**config.mk**
```make
export PLATFORM = sky130hd
export DESIGN_NAME = double_hash_table
export DESIGN_NICKNAME = d
export VERILOG_FILES = /design/src/hdl/dht_pkg.sv /design/src/hdl/double_hash_table.sv
export SDC_FILE = /design/constraint.sdc
export NUM_CORES = 1
export LEC_CHECK = 0
export ABC_AREA = 0
export BUFFER_PORTS_ARGS = -buffer_cell sky130_fd_sc_hd__buf_2
export CAP_MARGIN = 10
export CORE_ASPECT_RATIO = 0.8
export CORE_UTILIZATION = 45
export CTS_CLUSTER_DIAMETER = 120
export DETAILED_ROUTE_END_ITERATION = 10
export HOLD_SLACK_MARGIN = 0.05
export PLACE_DENSITY = 0.68
export REMOVE_ABC_BUFFERS = 1
export SKIP_LAST_GASP = 1
export SLEW_MARGIN = 20
export SYNTH_ARGS = -nofsm -noshare
export SYNTH_HDL_FRONTEND = slang
export SYNTH_SLANG_ARGS = --single-unit
```
**constraint.sdc**
```tcl
create_clock -name clock -period 8.5 [get_ports clock]
set_input_delay 0.85 -clock clock [delete_from_list [all_inputs] [get_ports clock]]
set_output_delay 0.85 -clock clock [all_outputs]
set_load 0.01 [all_outputs]
```
**src/hdl/dht_pkg.sv**
```systemverilog
// Shared types, codes and constants of the double hashing table.
package dht_pkg;

   localparam int DHT_TABLE_SIZE = 16;
   localparam int KEY_W          = 16;
   localparam int PAYLOAD_W      = 32;
   localparam int SLOT_W         = 4;

   localparam logic [1:0] KIND_INSERT = 2'd0;
   localparam logic [1:0] KIND_FIND   = 2'd1;
   localparam logic [1:0] KIND_REMOVE = 2'd2;

   localparam logic [1:0] RES_INSERTED  = 2'd0;
   localparam logic [1:0] RES_FOUND     = 2'd1;
   localparam logic [1:0] RES_NOT_FOUND = 2'd2;
   localparam logic [1:0] RES_FULL      = 2'd3;

   localparam logic [1:0] SLOT_EMPTY   = 2'd0;
   localparam logic [1:0] SLOT_USED    = 2'd1;
   localparam logic [1:0] SLOT_DELETED = 2'd2;

   typedef struct packed {
      logic [1:0]                  kind;
      logic [KEY_W-1:0]            key;
      logic signed [PAYLOAD_W-1:0] payload;
   } req_type;

   typedef struct packed {
      logic [1:0]        status;
      logic [SLOT_W-1:0] slot;
   } rsp_type;

   typedef struct packed {
      logic [1:0]                  state;
      logic [KEY_W-1:0]            key;
      logic signed [PAYLOAD_W-1:0] payload;
   } entry_type;

   typedef enum logic [4:0] {
      FSM_CLEAR = 5'b00001,
      FSM_IDLE  = 5'b00010,
      FSM_QUOT  = 5'b00100,
      FSM_HASH  = 5'b01000,
      FSM_PROBE = 5'b10000
   } fsm_type;

endpackage

```
**src/hdl/double_hash_table.sv**
```systemverilog
// Open-addressing hash table with double hashing, tombstones and one slot memory.
//
// A transaction is presented on req_data and taken at a rising edge where start
// is high and busy is low. It carries an operation (insert, find or remove), a
// key and a payload that only an insert stores.
// Every transaction yields exactly one result on rsp_data, shown for a single
// cycle with rsp_strobe high. The receiver cannot stall, so no result is held.
// The home slot is the key reduced modulo TABLE_SIZE, and the probe step is one
// plus the key reduced modulo TABLE_SIZE - 2, both by reciprocal multiplication:
// state FSM_QUOT forms both quotients, then state FSM_HASH forms the remainders
// and issues the first slot read. Probing then reads the slot memory once per
// cycle, one to TABLE_SIZE probes. Busy falls with the result, so the next
// transaction can be taken at the edge that ends it: one transaction is in
// flight, and a new one is taken only after the last one has its result. An
// unused operation code skips probing and reports not found from FSM_HASH.
// After reset a clearing pass marks every slot empty, one slot per cycle, and
// busy stays high through the pass, before the first transaction is taken.
// A search that makes TABLE_SIZE probes without success reports a full table on
// insert and not found on find or remove.
module double_hash_table
   import dht_pkg::*;
#(
   parameter int TABLE_SIZE = DHT_TABLE_SIZE
) (
   input  logic    clock,
   input  logic    reset,
   input  logic    start,
   output logic    busy,
   input  req_type req_data,
   output logic    rsp_strobe,
   output rsp_type rsp_data
);

   localparam int IDX_W       = $clog2(TABLE_SIZE);
   localparam int RECIP_SHIFT = 32;
   localparam int PROD_W      = KEY_W + RECIP_SHIFT + 1;
   localparam logic [IDX_W:0]   DIV_A    = (IDX_W+1)'(TABLE_SIZE);
   localparam logic [IDX_W:0]   DIV_B    = (IDX_W+1)'(TABLE_SIZE - 2);
   localparam logic [IDX_W-1:0] LAST_IDX = IDX_W'(TABLE_SIZE - 1);
   localparam logic [RECIP_SHIFT:0] RECIP_A =
      (RECIP_SHIFT+1)'((64'd1 << RECIP_SHIFT) / 64'(TABLE_SIZE));
   localparam logic [RECIP_SHIFT:0] RECIP_B =
      (RECIP_SHIFT+1)'((64'd1 << RECIP_SHIFT) / 64'(TABLE_SIZE - 2));

   entry_type slot_mem [TABLE_SIZE];

   fsm_type            state_ff, state_in;
   logic [IDX_W-1:0]   clr_idx_ff, clr_idx_in;
   req_type            op_ff, op_in;
   logic [KEY_W-1:0]   quot_a_ff, quot_a_in;
   logic [KEY_W-1:0]   quot_b_ff, quot_b_in;
   logic [IDX_W-1:0]   pos_ff, pos_in;
   logic [IDX_W-1:0]   stride_ff, stride_in;
   logic [IDX_W-1:0]   probe_cnt_ff, probe_cnt_in;
   logic               rsp_strobe_ff, rsp_strobe_in;
   rsp_type            rsp_ff, rsp_in;
   entry_type          rd_data_ff;

   logic [IDX_W-1:0]   rd_addr;
   logic               wr_en;
   logic [IDX_W-1:0]   wr_addr;
   entry_type          wr_data;

   logic [PROD_W-1:0]  prod_a, prod_b;
   logic [KEY_W-1:0]   rem_a_wide, rem_b_wide;
   logic [IDX_W:0]     rem_a, rem_b, home_wide, step_wide;
   logic [IDX_W:0]     next_pos_wide;
   logic               key_hit;

   always_comb begin
      prod_a     = PROD_W'(op_ff.key) * PROD_W'(RECIP_A);
      prod_b     = PROD_W'(op_ff.key) * PROD_W'(RECIP_B);
      rem_a_wide = op_ff.key - quot_a_ff * KEY_W'(TABLE_SIZE);
      rem_b_wide = op_ff.key - quot_b_ff * KEY_W'(TABLE_SIZE - 2);
      rem_a      = rem_a_wide[IDX_W:0];
      rem_b      = rem_b_wide[IDX_W:0];
      home_wide  = (rem_a >= DIV_A) ? rem_a - DIV_A : rem_a;
      step_wide  = (rem_b >= DIV_B) ? rem_b - DIV_B : rem_b;
      if (pos_ff >= stride_ff) begin
         next_pos_wide = {1'b0, pos_ff} - {1'b0, stride_ff};
      end else begin
         next_pos_wide = {1'b0, pos_ff} + DIV_A - {1'b0, stride_ff};
      end
      key_hit = (rd_data_ff.state == SLOT_USED) && (rd_data_ff.key == op_ff.key);
   end

   always_comb begin
      state_in      = state_ff;
      clr_idx_in    = clr_idx_ff;
      op_in         = op_ff;
      quot_a_in     = quot_a_ff;
      quot_b_in     = quot_b_ff;
      pos_in        = pos_ff;
      stride_in     = stride_ff;
      probe_cnt_in  = probe_cnt_ff;
      rsp_strobe_in = 1'b0;
      rsp_in        = rsp_ff;
      rd_addr       = pos_ff;
      wr_en         = 1'b0;
      wr_addr       = pos_ff;
      wr_data       = rd_data_ff;

      case (state_ff)
         FSM_CLEAR: begin
            wr_en         = 1'b1;
            wr_addr       = clr_idx_ff;
            wr_data.state = SLOT_EMPTY;
            clr_idx_in    = clr_idx_ff + 1'b1;
            if (clr_idx_ff == LAST_IDX) begin
               state_in = FSM_IDLE;
            end
         end
         FSM_IDLE: begin
            if (start) begin
               op_in    = req_data;
               state_in = FSM_QUOT;
            end
         end
         FSM_QUOT: begin
            quot_a_in = prod_a[RECIP_SHIFT +: KEY_W];
            quot_b_in = prod_b[RECIP_SHIFT +: KEY_W];
            state_in  = FSM_HASH;
         end
         FSM_HASH: begin
            pos_in       = home_wide[IDX_W-1:0];
            stride_in    = step_wide[IDX_W-1:0] + 1'b1;
            probe_cnt_in = '0;
            rd_addr      = home_wide[IDX_W-1:0];
            if (op_ff.kind inside {KIND_INSERT, KIND_FIND, KIND_REMOVE}) begin
               state_in = FSM_PROBE;
            end else begin
               rsp_strobe_in = 1'b1;
               rsp_in        = '{status: RES_NOT_FOUND, slot: '0};
               state_in      = FSM_IDLE;
            end
         end
         FSM_PROBE: begin
            if (op_ff.kind == KIND_INSERT &&
                (rd_data_ff.state inside {SLOT_EMPTY, SLOT_DELETED})) begin
               wr_en         = 1'b1;
               wr_data       = '{state: SLOT_USED, key: op_ff.key, payload: op_ff.payload};
               rsp_strobe_in = 1'b1;
               rsp_in        = '{status: RES_INSERTED, slot: SLOT_W'(pos_ff)};
               state_in      = FSM_IDLE;
            end else if (op_ff.kind != KIND_INSERT && rd_data_ff.state == SLOT_EMPTY) begin
               rsp_strobe_in = 1'b1;
               rsp_in        = '{status: RES_NOT_FOUND, slot: '0};
               state_in      = FSM_IDLE;
            end else if (op_ff.kind != KIND_INSERT && key_hit) begin
               wr_en         = (op_ff.kind == KIND_REMOVE);
               wr_data.state = SLOT_DELETED;
               rsp_strobe_in = 1'b1;
               rsp_in        = '{status: RES_FOUND, slot: SLOT_W'(pos_ff)};
               state_in      = FSM_IDLE;
            end else if (probe_cnt_ff == LAST_IDX) begin
               rsp_strobe_in = 1'b1;
               rsp_in.slot   = '0;
               rsp_in.status = (op_ff.kind == KIND_INSERT) ? RES_FULL : RES_NOT_FOUND;
               state_in      = FSM_IDLE;
            end else begin
               pos_in       = next_pos_wide[IDX_W-1:0];
               rd_addr      = next_pos_wide[IDX_W-1:0];
               probe_cnt_in = probe_cnt_ff + 1'b1;
            end
         end
         default: begin
            state_in = FSM_IDLE;
         end
      endcase
   end

   always_ff @(posedge clock) begin
      if (wr_en) begin
         slot_mem[wr_addr] <= wr_data;
      end
      rd_data_ff <= slot_mem[rd_addr];
   end

   always_ff @(posedge clock) begin
      if (reset) begin
         state_ff      <= FSM_CLEAR;
         clr_idx_ff    <= '0;
         rsp_strobe_ff <= 1'b0;
      end else begin
         state_ff      <= state_in;
         clr_idx_ff    <= clr_idx_in;
         rsp_strobe_ff <= rsp_strobe_in;
      end
   end

   always_ff @(posedge clock) begin
      op_ff        <= op_in;
      quot_a_ff    <= quot_a_in;
      quot_b_ff    <= quot_b_in;
      pos_ff       <= pos_in;
      stride_ff    <= stride_in;
      probe_cnt_ff <= probe_cnt_in;
      rsp_ff       <= rsp_in;
   end

   assign busy       = (state_ff != FSM_IDLE);
   assign rsp_strobe = rsp_strobe_ff;
   assign rsp_data   = rsp_ff;

endmodule

```
* Word level (Yosys, flattened, before mapping)
Memories as Yosys holds them, arrays and structs flattened. A register that Yosys moved wholly into a read port is not among the register bits. Index checks and enable logic that the tools add are counted.
Cells by class: add/subtract/negate cells 10, multiply operators 2, $lt $le $gt $ge 3, equality and inequality tests 21, mux-type cells 47, reduce and logical (&&, ||, !) cells 14
Operators by type and width (number):
- $mux 48 | 2
- $mux 4 | 12
- $mul 16x28->44 const B | 1
- $mux 5 | 7
- $mux 6 | 5
- $pmux 5 s5 | 1
- $add 4x1->4 const B | 4
- $eq 16x16->1 | 1
- $pmux 4 s2 | 2
- $ne 2x2->1 const B | 7
- $mul 13x3->4 const B | 1
- $pmux 6 s2 | 1
- $mux 1 | 11
- $sub 5x5->5 | 2
- $eq 4x4->1 const B | 2
- $sub 4x4->4 | 2
- $mux 2 | 3
- $reduce_and 3->1 | 2
- $reduce_bool 2->1 | 3
- $eq 5x1->1 const B | 1
- $eq 5x2->1 const B | 1
- $eq 5x3->1 const B | 1
- $eq 5x4->1 const B | 1
- $eq 5x5->1 const B | 1
- 16 further kinds | 23
Storage, ports and cells: flip-flop bits (word level) 92, memory bits (writable) 800, bits of input ports 53, word-level logic and storage cells 111, memories kept 1
Memory list:
- slot_mem | depth 16, bits a word 50, read ports 1, clocked after memory_dff 1, write ports 1, RTL line double_hash_table.sv:45 | entry_type slot_mem [TABLE_SIZE];

* Longest topological paths before layout
Gate-level depths: netlist of the first run.
depth after elaboration 9, mapped depth 19

* Worst setup path before layout of the first run
No wires, ideal clock.
path type register to register, start register op_ff[44] (netlist name), end register quot_b_ff[3] (data pin), library setup time 0.264 ns, arrival 4.363 ns, data required time 8.236 ns, setup slack 3.873 ns, stages on the path, launching flop included 19, buffers on the path 0, period minus slack after synthesis 4.627 ns, cells stage by stage edfxtp_1 ha_1 fa_1 inv_1 fa_1 inv_1 fa_1 xnor2_1 ha_1 ha_1 a21o_1 a21oi_1 nor2b_1 o21ai_0 nand2b_1 a21o_1 a211oi_1 o31ai_1 xnor2_1
Between the ends: longest elaborated chain between the ends 1
Ends and longest elaborated chain:
- start, declared | RTL line double_hash_table.sv:49 | req_type op_ff, op_in;
- start signal, assigned | RTL line double_hash_table.sv:192 | op_ff <= op_in;
- $mul 16x28->44 | RTL line double_hash_table.sv:72 | prod_b = PROD_W'(op_ff.key) * PROD_W'(RECIP_B);
- net prod_b[35] | RTL line double_hash_table.sv:64 | logic [PROD_W-1:0] prod_a, prod_b;
- end signal, assigned | RTL line double_hash_table.sv:194 | quot_b_ff <= quot_b_in;
- end, declared | RTL line double_hash_table.sv:51 | logic [KEY_W-1:0] quot_b_ff, quot_b_in;
The timed path passes the listed nets, and every way through them passes these cells. A chain may end at the register's enable or synchronous reset.

* Final worst setup path of the first run
Ends and elaborated chain as after synthesis.

==> metrics, run 1 <==
status finished, final reports clean; Post-Layout Cell Count 1,671; Setup crit start kind register; maximum level of the CTS H-tree 2; vias in the first global route 9,166; Detailed Route Iter0 Violations 1,105; P_sw 0.00118 W; chip width 216 µm; routed wire length 37.2 mm; top_reg_cell synth edfxtp_1; Peak Freq 198 MHz; Post-CTS Setup Inserts 0; clock-pin slew on the worst setup and hold paths 0.06 ns; # IOs 61; # DRC 0; Final Cell Area 18,300 µm²; P_int 0.00341 W; syn_area_per_cell 14.8 µm²; Hold Vio Cnt, Final 0; most frequent cell after synthesis edfxtp_1; Synth area leaders edfxtp_1, ha_1, fa_1; gr usage total 0.200; largest net degree at the start of global routing 106; CTS tree yes; Worst Path Max Fanout 4; CP arrival 5.32 ns; synthesized flop and latch total 356; skew final 0.0109 ns; Synth top area share 0.590; Leak Pwr 6.46 nW; area of placed instances 17,200 µm²; Synth Cell Area 16,500 µm²; Max Slew Vio Count 0; Cells after DPL 1,608; gpl congestion 0.812; Slew @ Worst Pin 1.20 ns; Period Utilization, post-route 0.595; total CTS buffers 34; Port Buffers 28; Synth warnings 0; # diodes 0; internal reg-to-reg setup slack 3.44 ns; CTS resizes 0; share of cells above drive strength 1 0.177; reg2reg start op_ff[44]; row count 62; crit path kind reg2reg; Rel. slew slack 0.196; async set-or-reset flop fraction in the synthesized netlist 0; post-synthesis cell count 1,111; Sw Share 0.257; worst hold path class in2reg; first-pass GRT wire length 55.9 mm; PwrDens 251 nW/µm²; number of fill cells in the layout 2,992; logic gate share of total power 0.157; FF-to-FF End quot_b_ff[3]; DRT Pass-1 Iters 5; Peak VDD IR 206 µV; initial antenna violation count 0; RSZ-0062 raised after global routing false; worst hold slack 0.499 ns; EDFF count, synth 324; WP data required 8.77 ns; count of cell types in the netlist 73; Max Buffers Root-to-Sink 3; starting density of the core 0.458; clk_lat worst skew 0.53 ns; routed len/inst 22.2 µm; Final Critical Period 5.06 ns; Post-CTS Hold Buffers 0; die area 37,400 µm²; Sink Count 356; clock share of power 0.331; root buffer cell clkbuf_16; gr ovfl total 0; Flop pwr share 0.513; most frequent cells after synthesis edfxtp_1, nand2_1, inv_1; max_cap viols 0; core area 36,000 µm²; Final setup viols 0; fin nets 1,319; largest area contributor in the netlist edfxtp_1; via density per instance 5.62; hold path depth 1; Synth-to-Final Area Change 11.1%; Hold Startpoint req_data[40]; die height 173 µm; setup ws final 3.44 ns; hpwl dp 22.3 mm; total negative slack 0 ns; endpoint of the worst hold path op_ff[40]; DP Worst Slack 3.46 ns; sequential fraction of the synthesis area 0.629; via count 9,393; FF-to-FF path depth 18; Setup crit end kind register; Routed Antenna Nets 0
## cell type report
| cell class | instances | area, µm² | share of cell area |
|---|---|---|---|
| Sequential cell | 356 | 10400 | 0.566 |
| Multi-Input combinational cell | 642 | 5550 | 0.303 |
| Clock buffer | 48 | 966 | 0.0527 |
| Tap cell | 480 | 601 | 0.0328 |
| Timing Repair Buffer | 58 | 388 | 0.0212 |
| Inverter | 75 | 319 | 0.0174 |
| Clock inverter | 12 | 135 | 0.00737 |
## per-stage QoR
stage               power [W]   util
finish                0.00459  0.509
global route          0.00476  0.509
CTS                   0.00461  0.508
detailed placement    0.00310  0.477
global placement      0.00308  0.477
floorplan             0.00283      -
## sequential cells by signal (all words and copies together), names as in the netlist
name and flops:
probe_cnt_ff 4, op_ff 18, quot_b_ff 4, rsp_data 6, state_ff 5, stride_ff 4, rsp_strobe 1, rd_data_ff 18
pos_ff 4, clr_idx_ff 4, slot_mem 288
## per-layer routing
layer / vias up / routed length, µm / share of wire / track usage
li1: 4289 / - / - / -
met1: 4750 / 17700 / 0.48 / 0.306
met2: 299 / 16200 / 0.44 / 0.292
met3: 55 / 2560 / 0.069 / 0.0353
met4: 0 / 678 / 0.018 / 0.0575
met5: - / 0 / 0 / 0
## worst max-delay path: stages (launching register included)
cell and delay [ns]:
edfxtp_1 0.51, ha_1 0.36, fa_1 0.51, inv_1 0.08, fa_1 0.60, inv_1 0.11, fa_1 0.48, xnor2_1 0.15
ha_1 0.30, ha_1 0.33, a21o_1 0.16, a21oi_1 0.22, nor2b_1 0.07, o21ai_0 0.16, nand2b_1 0.10, a21o_1 0.18
a211oi_1 0.22, o31ai_1 0.12, xnor2_1 0.14
## how the worst max path moves through the flow
stage	cells past startpoint	slack, ns	from	endpoint
final	18	3.44	op_ff[44]	quot_b_ff[3]
after global routing	18	3.18	op_ff[44]	quot_b_ff[3]
after CTS	18	3.45	op_ff[44]	quot_b_ff[3]
after detailed placement	18	3.46	op_ff[44]	quot_b_ff[3]
after global placement	18	3.51	op_ff[44]	quot_b_ff[3]
after floorplan	18	3.87	op_ff[44]	quot_b_ff[3]
## cells by family after synthesis
family | after synthesis | synth area share
buffers and inverters | 113 | 0.0381
AND/OR/NAND/NOR | 244 | 0.0797
XOR/XNOR | 42 | 0.0228
flip-flops | 356 | 0.629
adder cells (fa/ha/maj) | 99 | 0.0901
AO/OA/AOI/OAI | 149 | 0.0717
multiplexers | 108 | 0.0692
## power by group through the flow
stage	Sequential [W]	Combinational [W]	Clock, W
after floorplan	0.00237	0.000460	0
after global placement	0.00239	0.000692	0
after detailed placement	0.00239	0.000711	0
after CTS	0.00235	0.000716	0.00154
after global routing	0.00237	0.000784	0.00161
final	0.00235	0.000719	0.00152
## layout by cell type, fill, tap and decap left out, types with 16 or more instances in the layout
cell         n
buf_4       27
fa_1        33
a32o_1      52
nand2_1    129
edfxtp_1   324
mux2_2      47
mux2i_1     60
clkbuf_16   36
nor4_2      18
nor2_1      22
ha_1        66
dfxtp_1     32
xnor2_1     31
inv_1       71
buf_2       28
o22ai_1     16
Note: power is estimated with default switching activity, not from simulation.
==> run 2: changes to the inputs <==
==> constraint.sdc (replaced) <==
create_clock -name clock -period 5.1 [get_ports clock]
set_input_delay 0.51 -clock clock [delete_from_list [all_inputs] [get_ports clock]]
set_output_delay 0.51 -clock clock [all_outputs]
set_load 0.01 [all_outputs]
==> metrics, run 2 (synthesis gave the netlist of run 1 again) <==
Slowest-stage cell, CP fa_1; # DRC 0 (unchanged); Setup crit start kind register; routed len/inst 22.4 µm (+0.95%); multi-input logic area 5560 µm² (+0.16%); reg2reg start op_ff[42]; Hold Startpoint req_data[40]; Post-CTS Hold Buffers 0 (unchanged); PwrDens 420 nW/µm² (+68%); FF-to-FF path depth 17 (-1); die height 173 µm (unchanged); # IOs 61 (unchanged); Sink Count 356 (unchanged); Rel. slew slack 0.380 (+0.184); die area 37,400 µm² (unchanged); FF/Latch Area 10,400 µm² (unchanged); initial antenna violation count 0 (unchanged); Final Critical Period 4.87 ns (-0.187 ns); via density per instance 5.66 (+0.72%); fin nets 1,332 (+0.99%); CP delay by family, top adder cells; WP data required 5.37 ns (-3.40 ns); Leak Pwr 6.55 nW (+1.4%); crit path kind reg2reg; hold path depth 1 (unchanged); total CTS buffers 35 (+2.9%); gr ovfl total 0 (unchanged); via count 9,546 (+1.6%); Hold Vio Cnt, Final 0 (unchanged); gr usage total 0.208 (+0.00804); Detailed Route Iter0 Violations 916 (-17%); commonest non-fill, non-tap cell in the layout edfxtp_1; endpoint of the worst hold path op_ff[40]; worst setup path start op_ff[42]; total negative slack 0 ns (unchanged); chip width 216 µm (unchanged); largest net degree at the start of global routing 83 (-22%); core area 36,000 µm² (unchanged); gpl congestion 0.891 (+9.7%); row count 62 (unchanged); Slew @ Worst Pin 0.927 ns (-0.275 ns); Largest Register slot_mem; Max Slew Vio Count 0 (unchanged); Final Power 0.00777 W (+69%); Port Buffers 28 (unchanged); commonest cells after routing, fill and taps aside edfxtp_1, nand2_1, inv_1, ha_1, mux2i_1; Final Cell Area 18,500 µm² (+0.87%); Largest register FFs 288 (unchanged); Period Utilization, post-route 0.955 (+0.360); CP cell instances ha_1, fa_1, inv_1, fa_1, fa_1, xnor2_1, ha_1, ha_1, a21o_1, a21oi_2, nor2b_1, o21ai_1, nand2b_1, a21o_1, a211oi_1, o31ai_1, xnor2_1; Peak Freq 205 MHz (+3.8%); status finished, final reports clean; clock-pin slew on the worst setup and hold paths 0.06 ns (about the same); first-pass GRT wire length 58.0 mm (+3.8%); root buffer cell clkbuf_16; internal reg-to-reg setup slack 0.23 ns (-3.21 ns); vias in the first global route 9,566 (+4.4%); CTS tree yes; number of fill cells in the layout 3,008 (+0.53%); clk_lat worst skew 0.53 ns (about the same); Buf+Inv Stages, Crit Path 1 (-1); Worst Path Max Fanout 4 (unchanged); biggest registers after layout slot_mem x288, op_ff x18, rd_data_ff x18; worst hold path class in2reg; slowest cell delay on critical path 0.56 ns (-0.04 ns); routed wire length 37.8 mm (+1.9%); Peak VDD IR 374 µV (+82%); max_cap viols 0 (unchanged); FF-to-FF End quot_b_ff[3]; skew final 0.0185 ns (+0.00762 ns); Setup crit end kind register; CP arrival 5.14 ns (-0.18 ns); # diodes 0 (unchanged); Final setup viols 0 (unchanged); Routed Antenna Nets 0 (unchanged); maximum level of the CTS H-tree 2 (unchanged); RSZ-0062 raised after global routing false; Synth-to-Final Area Change 12.1%; share of cells above drive strength 1 0.194 (+0.0169); DRT Pass-1 Iters 5 (unchanged); area of placed instances 17,300 µm² (+0.67%); Max Buffers Root-to-Sink 3 (unchanged); starting density of the core 0.458 (unchanged); hpwl dp 22.5 mm (+0.63%)
## run 2: worst max-delay path by stage
stage                   endpoint  slack, ns  depth (start not counted)
floorplan           quot_b_ff[3]       0.47                         18
global placement    quot_b_ff[3]       0.19                         18
detailed placement  quot_b_ff[3]       0.13                         18
CTS                 quot_b_ff[3]       0.11                         18
global route        quot_b_ff[3]       0.03                         17
finish              quot_b_ff[3]       0.23                         17
## run 2: layout make-up
type	count	share of cell area
Timing Repair Buffer	70	0.0253
Inverter	75	0.0173
Multi-Input combinational cell	642	0.301
Tap cell	480	0.0325
Clock inverter	15	0.00785
Clock buffer	48	0.0556
Sequential cell	356	0.561
## run 2: report_power, final
group | internal (W) | switching, W
logic | 0.000408 | 0.000811
registers | 0.00380 | 0.000137
clock network | 0.00152 | 0.00109
total | 0.00573 | 0.00204
## run 2: worst register-to-register path: stages, from the launching register on
cell and delay (ns):
edfxtp_1 0.44, ha_1 0.38, fa_1 0.55, inv_1 0.09
fa_1 0.56, fa_1 0.48, xnor2_1 0.17, ha_1 0.30
ha_1 0.34, a21o_1 0.18, a21oi_2 0.17, nor2b_1 0.06
o21ai_1 0.13, nand2b_1 0.09, a21o_1 0.18, a211oi_1 0.24
o31ai_1 0.13, xnor2_1 0.13
## run 2: timing repair
action	CTS	global route
setup buffers	0	2
setup endpoints to repair	0	1
gates resized for setup	0	2
## run 2: through the flow
step	hold slack, ns	std cells	setup slack [ns]	util
floorplan	0.460	1073	0.473	-
detailed placement	0.496	1621	0.130	0.481
finish	0.159	1686	0.230	0.514
global placement	0.481	1621	0.188	0.481
CTS	0.141	1684	0.109	0.513
global route	0.142	1686	0.0299	0.514
## run 2: metal layers
metal	track usage	part of all wire	wire, µm	vias to the layer above
li1	-	-	-	4314
met3	0.0461	0.075	2840	66
met1	0.310	0.46	17500	4862
met4	0.0575	0.021	782	0
met5	0	0	0	-
met2	0.307	0.44	16800	304
